==> src/hw/rtl/gbe_pkg.sv <==
package gbe_pkg;

  localparam int CAPACITY = 1024;
  localparam int ADDR_W   = $clog2(CAPACITY);
  localparam int CNT_W    = $clog2(CAPACITY + 1);
  localparam int DATA_W   = 8;
  localparam int LEN_W    = 11;

  typedef enum logic [2:0] {
    CMD_INSERT      = 3'd0,
    CMD_BACKSPACE   = 3'd1,
    CMD_FORWARD     = 3'd2,
    CMD_BACKWARD    = 3'd3,
    CMD_READ_AFTER  = 3'd4,
    CMD_READ_BEFORE = 3'd5,
    CMD_CLEAR       = 3'd6
  } cmd_t;

  typedef enum logic [1:0] {
    STAT_OK    = 2'd0,
    STAT_FULL  = 2'd1,
    STAT_START = 2'd2,
    STAT_END   = 2'd3
  } status_t;

  typedef enum logic {
    S_IDLE,
    S_EXEC
  } state_t;

  typedef struct packed {
    logic [2:0]        cmd;
    logic [DATA_W-1:0] char_in;
  } in_item_t;

  typedef struct packed {
    logic [DATA_W-1:0] char_out;
    logic [1:0]        status;
    logic [LEN_W-1:0]  before_len;
    logic [LEN_W-1:0]  after_len;
  } out_item_t;

  typedef struct packed {
    logic              we;
    logic [ADDR_W-1:0] waddr;
    logic [DATA_W-1:0] wdata;
    logic              re;
    logic [ADDR_W-1:0] raddr;
  } ram_req_t;

  // Low LEN_W bits of a count, zero-extended when the count is narrower.
  function automatic logic [LEN_W-1:0] to_len(input logic [CNT_W-1:0] cnt);
    logic [LEN_W+CNT_W-1:0] ext;
    ext = (LEN_W + CNT_W)'(cnt);
    return ext[LEN_W-1:0];
  endfunction

endpackage

==> src/hw/rtl/gbe_ctrl.sv <==
module gbe_ctrl (
  input  logic                          clk,
  input  logic                          rst_n,
  input  logic                          in_valid,
  output logic                          in_ready,
  input  gbe_pkg::in_item_t             in_data,
  output logic                          out_valid,
  input  logic                          out_ready,
  output gbe_pkg::out_item_t            out_data,
  output gbe_pkg::ram_req_t             ram_req,
  input  logic [gbe_pkg::DATA_W-1:0]    ram_rdata
);
  import gbe_pkg::*;

  localparam logic [CNT_W-1:0] CAP_CNT = CNT_W'(CAPACITY);

  state_t            state_r, state_nxt;
  logic [2:0]        cmd_r;
  logic [DATA_W-1:0] char_r;
  logic [CNT_W-1:0]  pre_r, pre_nxt;
  logic [CNT_W-1:0]  post_r, post_nxt;
  logic              out_valid_r, out_valid_nxt;
  out_item_t         out_data_r, out_data_nxt;

  logic              accept;
  logic              slot_free;
  logic              commit;
  logic              full;
  logic [CNT_W-1:0]  pre_m1;
  logic [CNT_W-1:0]  after_idx;
  logic [CNT_W-1:0]  after_m1;
  logic [CNT_W:0]    used;

  logic [CNT_W-1:0]  ex_pre, ex_post;
  logic [DATA_W-1:0] ex_res;
  status_t           ex_stat;
  logic              ex_we;
  logic [CNT_W-1:0]  ex_waddr;
  logic [DATA_W-1:0] ex_wdata;

  assign used      = {1'b0, pre_r} + {1'b0, post_r};
  assign full      = (used == {1'b0, CAP_CNT});
  assign pre_m1    = pre_r - 1'b1;
  assign after_idx = CAP_CNT - post_r;
  assign after_m1  = after_idx - 1'b1;

  assign in_ready  = (state_r == S_IDLE);
  assign accept    = in_valid && in_ready;
  assign slot_free = !out_valid_r || out_ready;
  assign commit    = (state_r == S_EXEC) && slot_free;

  // Execute the held command against the byte fetched when it was accepted.
  always_comb begin
    ex_pre   = pre_r;
    ex_post  = post_r;
    ex_res   = '0;
    ex_stat  = STAT_OK;
    ex_we    = 1'b0;
    ex_waddr = pre_r;
    ex_wdata = char_r;
    case (cmd_r)
      CMD_INSERT: begin
        if (full) begin
          ex_stat = STAT_FULL;
        end else begin
          ex_we  = 1'b1;
          ex_pre = pre_r + 1'b1;
        end
      end
      CMD_BACKSPACE: begin
        if (pre_r == '0) begin
          ex_stat = STAT_START;
        end else begin
          ex_pre = pre_m1;
          ex_res = ram_rdata;
        end
      end
      CMD_FORWARD: begin
        if (post_r == '0) begin
          ex_stat = STAT_END;
        end else begin
          ex_we    = 1'b1;
          ex_wdata = ram_rdata;
          ex_pre   = pre_r + 1'b1;
          ex_post  = post_r - 1'b1;
        end
      end
      CMD_BACKWARD: begin
        if (pre_r == '0) begin
          ex_stat = STAT_START;
        end else begin
          ex_we    = 1'b1;
          ex_waddr = after_m1;
          ex_wdata = ram_rdata;
          ex_pre   = pre_m1;
          ex_post  = post_r + 1'b1;
        end
      end
      CMD_READ_AFTER: begin
        if (post_r == '0) begin
          ex_stat = STAT_END;
        end else begin
          ex_res = ram_rdata;
        end
      end
      CMD_READ_BEFORE: begin
        if (pre_r == '0) begin
          ex_stat = STAT_START;
        end else begin
          ex_res = ram_rdata;
        end
      end
      CMD_CLEAR: begin
        ex_pre  = '0;
        ex_post = '0;
      end
      default: begin
      end
    endcase
  end

  // Next state, counts, result slot and memory port.
  always_comb begin
    state_nxt     = state_r;
    pre_nxt       = pre_r;
    post_nxt      = post_r;
    out_valid_nxt = out_valid_r;
    out_data_nxt  = out_data_r;

    ram_req.re    = accept;
    if (in_data.cmd inside {CMD_BACKSPACE, CMD_BACKWARD, CMD_READ_BEFORE}) begin
      ram_req.raddr = pre_m1[ADDR_W-1:0];
    end else begin
      ram_req.raddr = after_idx[ADDR_W-1:0];
    end
    ram_req.we    = commit && ex_we;
    ram_req.waddr = ex_waddr[ADDR_W-1:0];
    ram_req.wdata = ex_wdata;

    if (out_valid_r && out_ready) begin
      out_valid_nxt = 1'b0;
    end

    case (state_r)
      S_IDLE: begin
        if (accept) begin
          state_nxt = S_EXEC;
        end
      end
      S_EXEC: begin
        if (slot_free) begin
          state_nxt               = S_IDLE;
          pre_nxt                 = ex_pre;
          post_nxt                = ex_post;
          out_valid_nxt           = 1'b1;
          out_data_nxt.char_out   = ex_res;
          out_data_nxt.status     = ex_stat;
          out_data_nxt.before_len = to_len(ex_pre);
          out_data_nxt.after_len  = to_len(ex_post);
        end
      end
      default: begin
        state_nxt = S_IDLE;
      end
    endcase
  end

  always_ff @(posedge clk) begin
    if (!rst_n) begin
      state_r     <= S_IDLE;
      pre_r       <= '0;
      post_r      <= '0;
      out_valid_r <= 1'b0;
    end else begin
      state_r     <= state_nxt;
      pre_r       <= pre_nxt;
      post_r      <= post_nxt;
      out_valid_r <= out_valid_nxt;
    end
  end

  always_ff @(posedge clk) begin
    if (accept) begin
      cmd_r  <= in_data.cmd;
      char_r <= in_data.char_in;
    end
    out_data_r <= out_data_nxt;
  end

  assign out_valid = out_valid_r;
  assign out_data  = out_data_r;

endmodule

==> config.mk <==
export PLATFORM = sky130hd
export DESIGN_NAME = gbe_ctrl
export DESIGN_NICKNAME = d
export VERILOG_FILES = /design/src/hw/rtl/gbe_pkg.sv /design/src/hw/rtl/gbe_ctrl.sv
export SDC_FILE = /design/constraint.sdc
export NUM_CORES = 1
export LEC_CHECK = 0
export ABC_AREA = 1
export BUFFER_PORTS_ARGS = -buffer_cell sky130_fd_sc_hd__buf_2
export CAP_MARGIN = 15
export CORE_MARGIN = 10
export CORE_UTILIZATION = 48
export CTS_CLUSTER_DIAMETER = 80
export DETAILED_ROUTE_END_ITERATION = 16
export GPL_ROUTABILITY_DRIVEN = 0
export PLACE_DENSITY = 0.67
export SLEW_MARGIN = 15
export SYNTH_ARGS = -nofsm -noshare
export SYNTH_HDL_FRONTEND = slang
export SYNTH_SLANG_ARGS = --single-unit
==> constraint.sdc <==
create_clock -name clk -period 3.06 [get_ports clk]
set_clock_uncertainty 0.2 [all_clocks]
set_input_delay 0.306 -clock clk [delete_from_list [all_inputs] [get_ports clk]]
set_output_delay 0.306 -clock clk [all_outputs]
set_load 0.1 [all_outputs]
---- Yosys cells after proc, flatten, opt, wreduce, memory -nomap -nowiden ----
Index checks and enable logic that the tools add are counted.
storage, ports and cells
  bits in registers ....................... 67
  bits of input ports ..................... 23
  output and inout bits ................... 64
  logic and storage cells ................. 73
cells by class
  $add $sub $neg .......................... 7
  equal/unequal tests ..................... 10
  mux-type cells .......................... 30
  bitwise operators ....................... 1
  reductions and logical operators ........ 15
operators with widths
  cell                     number
  $mux W11                 5
  $pmux W11 S4             1
  $pmux W11 S3             1
  $mux W8                  4
  $pmux W8 S2              2
  $mux W10                 3
  $add A11 B1 Y11 const B  2
  $logic_not A11 Y1        2
  $sub A11 B1 Y11 const B  2
  $add A11 B11 Y12         1
  $eq A12 B11 Y1 const B   1
  $eq A3 B3 Y1 const B     4
  $sub A1 B10 Y10 const A  1
  $sub A10 B1 Y10 const B  1
  $eq A3 B2 Y1 const B     3
  $mux W1                  9
  $eq A3 B1 Y1 const B     2
  $pmux W2 S3              1
  $reduce_or A2 Y1         3
  $logic_and A1 B1 Y1      4
  $mux W2                  2
  $logic_not A3 Y1         1
  $pmux W1 S3              1
  $reduce_bool A3 Y1       1
  other kinds (6)          6

---- Depth between registers and ports, before layout ----
  depth in word-level cells ............... 5
  mapped depth ............................ 18
  mapped depth without buffers ............ 18

---- Least setup slack after synthesis ----
No wires, ideal clock.
  kind .................................... reg-to-output
  start ................................... register pre_r[1]
  end ..................................... output ram_req[15] (netlist bit)
  arrival time ............................ 3871 ps
  required time ........................... 2554 ps
  path slack .............................. -1317 ps
  cell stages (with the launch flop) ...... 14
  buffers on the path ..................... 2
  path through ............................ dfxtp_1 > clkbuf_2 > inv_1 > ha_1 > inv_1 > nor2_2 > nand2_1 > nor2_2 > nand2_2 > nand2_1 > nand2_1 > inv_2 > buf_4 > o31ai_1
RTL lines
  item                    RTL line         RTL
  from (decl)             gbe_ctrl.sv:20   logic [CNT_W-1:0] pre_r, pre_nxt;
  from (signal assigned)  gbe_ctrl.sv:176  pre_r <= pre_nxt;
  to (decl)               gbe_ctrl.sv:10   output gbe_pkg::ram_req_t ram_req,

==> results.ini <==
[routing]
drt-pass1-iter-count=5
drtIter0Drc=409
wire_per_inst_um=17.41
drt_wl_total_um=17520
routed_via_density=5.502
ant_nets=0
drc=0
vias=5535

[clock_tree]
cts-root-buf=clkbuf_8
tritoncts=done
cts_buffers=9
clk_transition_reported_paths_ns=0.09
insertion_delay_ns=0.37
htree_levels=3
cts_max_path_buffers=2
cts_sinks=67

[critical_path]
crit_path_top_delay_cell=fa_2
crit_chain=ha_2 > fa_2 > nand2_1 > nand2_2 > nand3_2 > nand2_1 > nand2_1 > nand2_1 > nor2_1 > nand2_1 > nor2_2 > nand2_2 > nand2_4 > a21oi_4 > buf_12
crit_buf_inv=1
cp_max_fo=6
required_ns=2.55
crit_path_end_kind=primary output
cp_top_family=simple AND/OR/NAND/NOR gates
crit_path_frequent_cell=nand2_1
crit_type=reg2out
worstPathArrival_ns=2.54
critical-path-max-stage-delay_ns=0.39
start_kind=flop

[synth]
synth-seq-cells=67
yosys_warnings=0
synthTopCellsByArea=edfxtp_1 26%, nand2_1 17%, dfxtp_1 9.6%
syn_avg_cell_area_um2=6.891
synth_cell_types=44
synthesis.nets=768
seq_area_frac_synth_pct=35.27
yosysTopAreaCell=edfxtp_1
syn-cell-area_mm2=0.005024
postSynthCellCount=729
netlist.area_leader.share_pct=25.70

[status]
status=completed

[timing]
holdWs_ns=0.02151
tightestPinTransition_ns=0.6168
maxSlewViolCount=0
setup_viol=0
fin_crit_ns=3.042
max_freq_ghz=0.3287
hold_viol=0
rsz0062_at_grt=yes
fin_crit_sh_pct=99.41
slew_headroom_pct=58.66

[grt]
antenna_found_initial=0
grt_pass1_wl_um=26870
grt_max_degree=35
grt_pass1_vias=5269
gr-total-overflow=0
grt_usage_pct=22.72

[pwr]
p_leak_nw=3.298
powerDensity_mw_per_mm2=471.4
max-vdd-ir-drop_mv=0.2518

[placed_design]
port_buffers=86
dp_hpwl_um=12970
dpl_cell_area_mm2=0.006120

[finish]
area_growth_syn_to_layout_pct=34.32
nets=903
stdcell_area_mm2=0.006748
nFillCells=890
multi_input_area_mm2=0.002985
seqCellArea_mm2=0.001784
drive_above_1_share_pct=27.16

[worst_hold_path]
hold_path_class=in2reg

[die]
die_w_um=122.3
num_rows=37
fp.dieH_um=122.3
dieArea_mm2=0.01496
io_pins=87
initial_utilization_pct=48.88
core_mm2=0.01028

[flow_run]
maxCapViolations=0

layout by cell type (no fill, tap or decap), types with 18 or more instances in the layout:
| cell | n |
|---|---|
| edfxtp_1 | 43 |
| inv_1 | 85 |
| buf_4 | 41 |
| a21oi_1 | 22 |
| dfxtp_1 | 18 |
| nor2_1 | 61 |
| nand2_1 | 223 |
| o21ai_0 | 24 |
| buf_2 | 67 |
| nand3_1 | 54 |
| buf_12 | 19 |
layer usage:
metal	share of wire, %	up-vias	wire (µm)	track usage, %
li1	-	2651	-	-
met1	38	2529	6704	26.41
met2	47	284	8267	36.74
met3	9.0	71	1572	6.198
met4	5.5	0	969	13.77
met5	0	-	0	0
layout make-up:
type                    count  share of cell area [%]
clock buffers              10                   1.891
flip-flops and latches     67                   26.44
multi-input cells         544                   44.24
clock inverters             6                   1.687
diodes                      1                 0.03709
repair inverters            1                 0.09271
inverters                 100                   5.767
repair buffers            141                   17.32
well taps                 136                   2.522
report_power, final:
group | leakage, nW | internal (mW) | switching (mW) | total, mW
clock | 0.113 | 0.543 | 0.372 | 0.914
sequential | 0.613 | 1.01 | 0.0242 | 1.04
combinational | 2.57 | 0.311 | 0.917 | 1.23
total | 3.30 | 1.87 | 1.31 | 3.18
through the flow:
stage | setup slack, ns | total power, mW | cells | util, % | TNS (ns)
after global routing | -0.09190 | 3.282 | 1005 | 65.63 | -0.1955
after global placement | 0.2855 | 2.195 | 959 | 59.54 | 0
after floorplan | -0.5295 | 1.930 | 729 | - | -2.414
after detailed placement | 0.1552 | 2.205 | 959 | 59.54 | 0
after CTS | 0.003397 | 3.133 | 990 | 63.72 | 0
final | 0.01807 | 3.181 | 1006 | 65.66 | 0
cells by family after synthesis:
| family | Yosys count | synth area share, % |
|---|---|---|
| AOI/OAI and AO/OA | 101 | 12.13 |
| xor gates and xnor gates | 21 | 3.661 |
| adders and majority gates | 16 | 4.135 |
| buffers and inverters | 118 | 9.415 |
| DFF | 67 | 35.27 |
| and+or+nand+nor | 406 | 35.39 |
synth_stat cells, drive strengths merged:
master,count
nand3b,3
nand2,241
nor3,13
clkbuf,7
a21oi,25
edfxtp,43
or2,4
dfxtp,24
a22oi,2
o211ai,6
xor2,15
clkinv,2
o21ai,46
o21bai,3
fa,1
nand3,58
buf,11
o31ai,9
a21boi,3
xnor2,6
o22ai,4
nor2,75
nand4,11
ha,15
a31oi,3
inv,98
nor4,1
timing repair:
item                       4_1_cts  5_1_grt
hold endpoints to repair        13        0
setup endpoints to repair       12       19
gates resized for setup         14       30
cloned                           0        1
hold buffers                    13        0
setup buffers                    2       14
pin swaps                        2        7
state kept, by name, summed over array words and instances, names as in the netlist:
name,cells
out_valid,1
post_r,11
char_r,8
out_data,32
state_r,1
pre_r,11
cmd_r,3
final timing paths:
check	slack [ns]	cells after the start	from	endpoint
hold reg to reg	0.31	2	out_valid	out_valid
hold / removal	0.02	4	out_ready	out_valid
setup / recovery	0.02	15	post_r[0]	ram_req[29]
setup reg to reg	0.26	17	post_r[0]	out_data[12]
worst register-to-register path: stages, from the launching register on:
cell,delay (ns)
dfxtp_4,0.38
ha_2,0.21
fa_2,0.39
nand2_1,0.11
nand2_2,0.09
nand3_2,0.08
nand2_1,0.06
nand2_1,0.06
nand2_1,0.04
nor2_1,0.09
nand2_1,0.06
nor2_2,0.15
nand2_2,0.10
nand2_4,0.10
buf_4,0.16
nand2_1,0.06
nand2_1,0.10
nand2_1,0.09
Power figures use the tool's default switching activity.
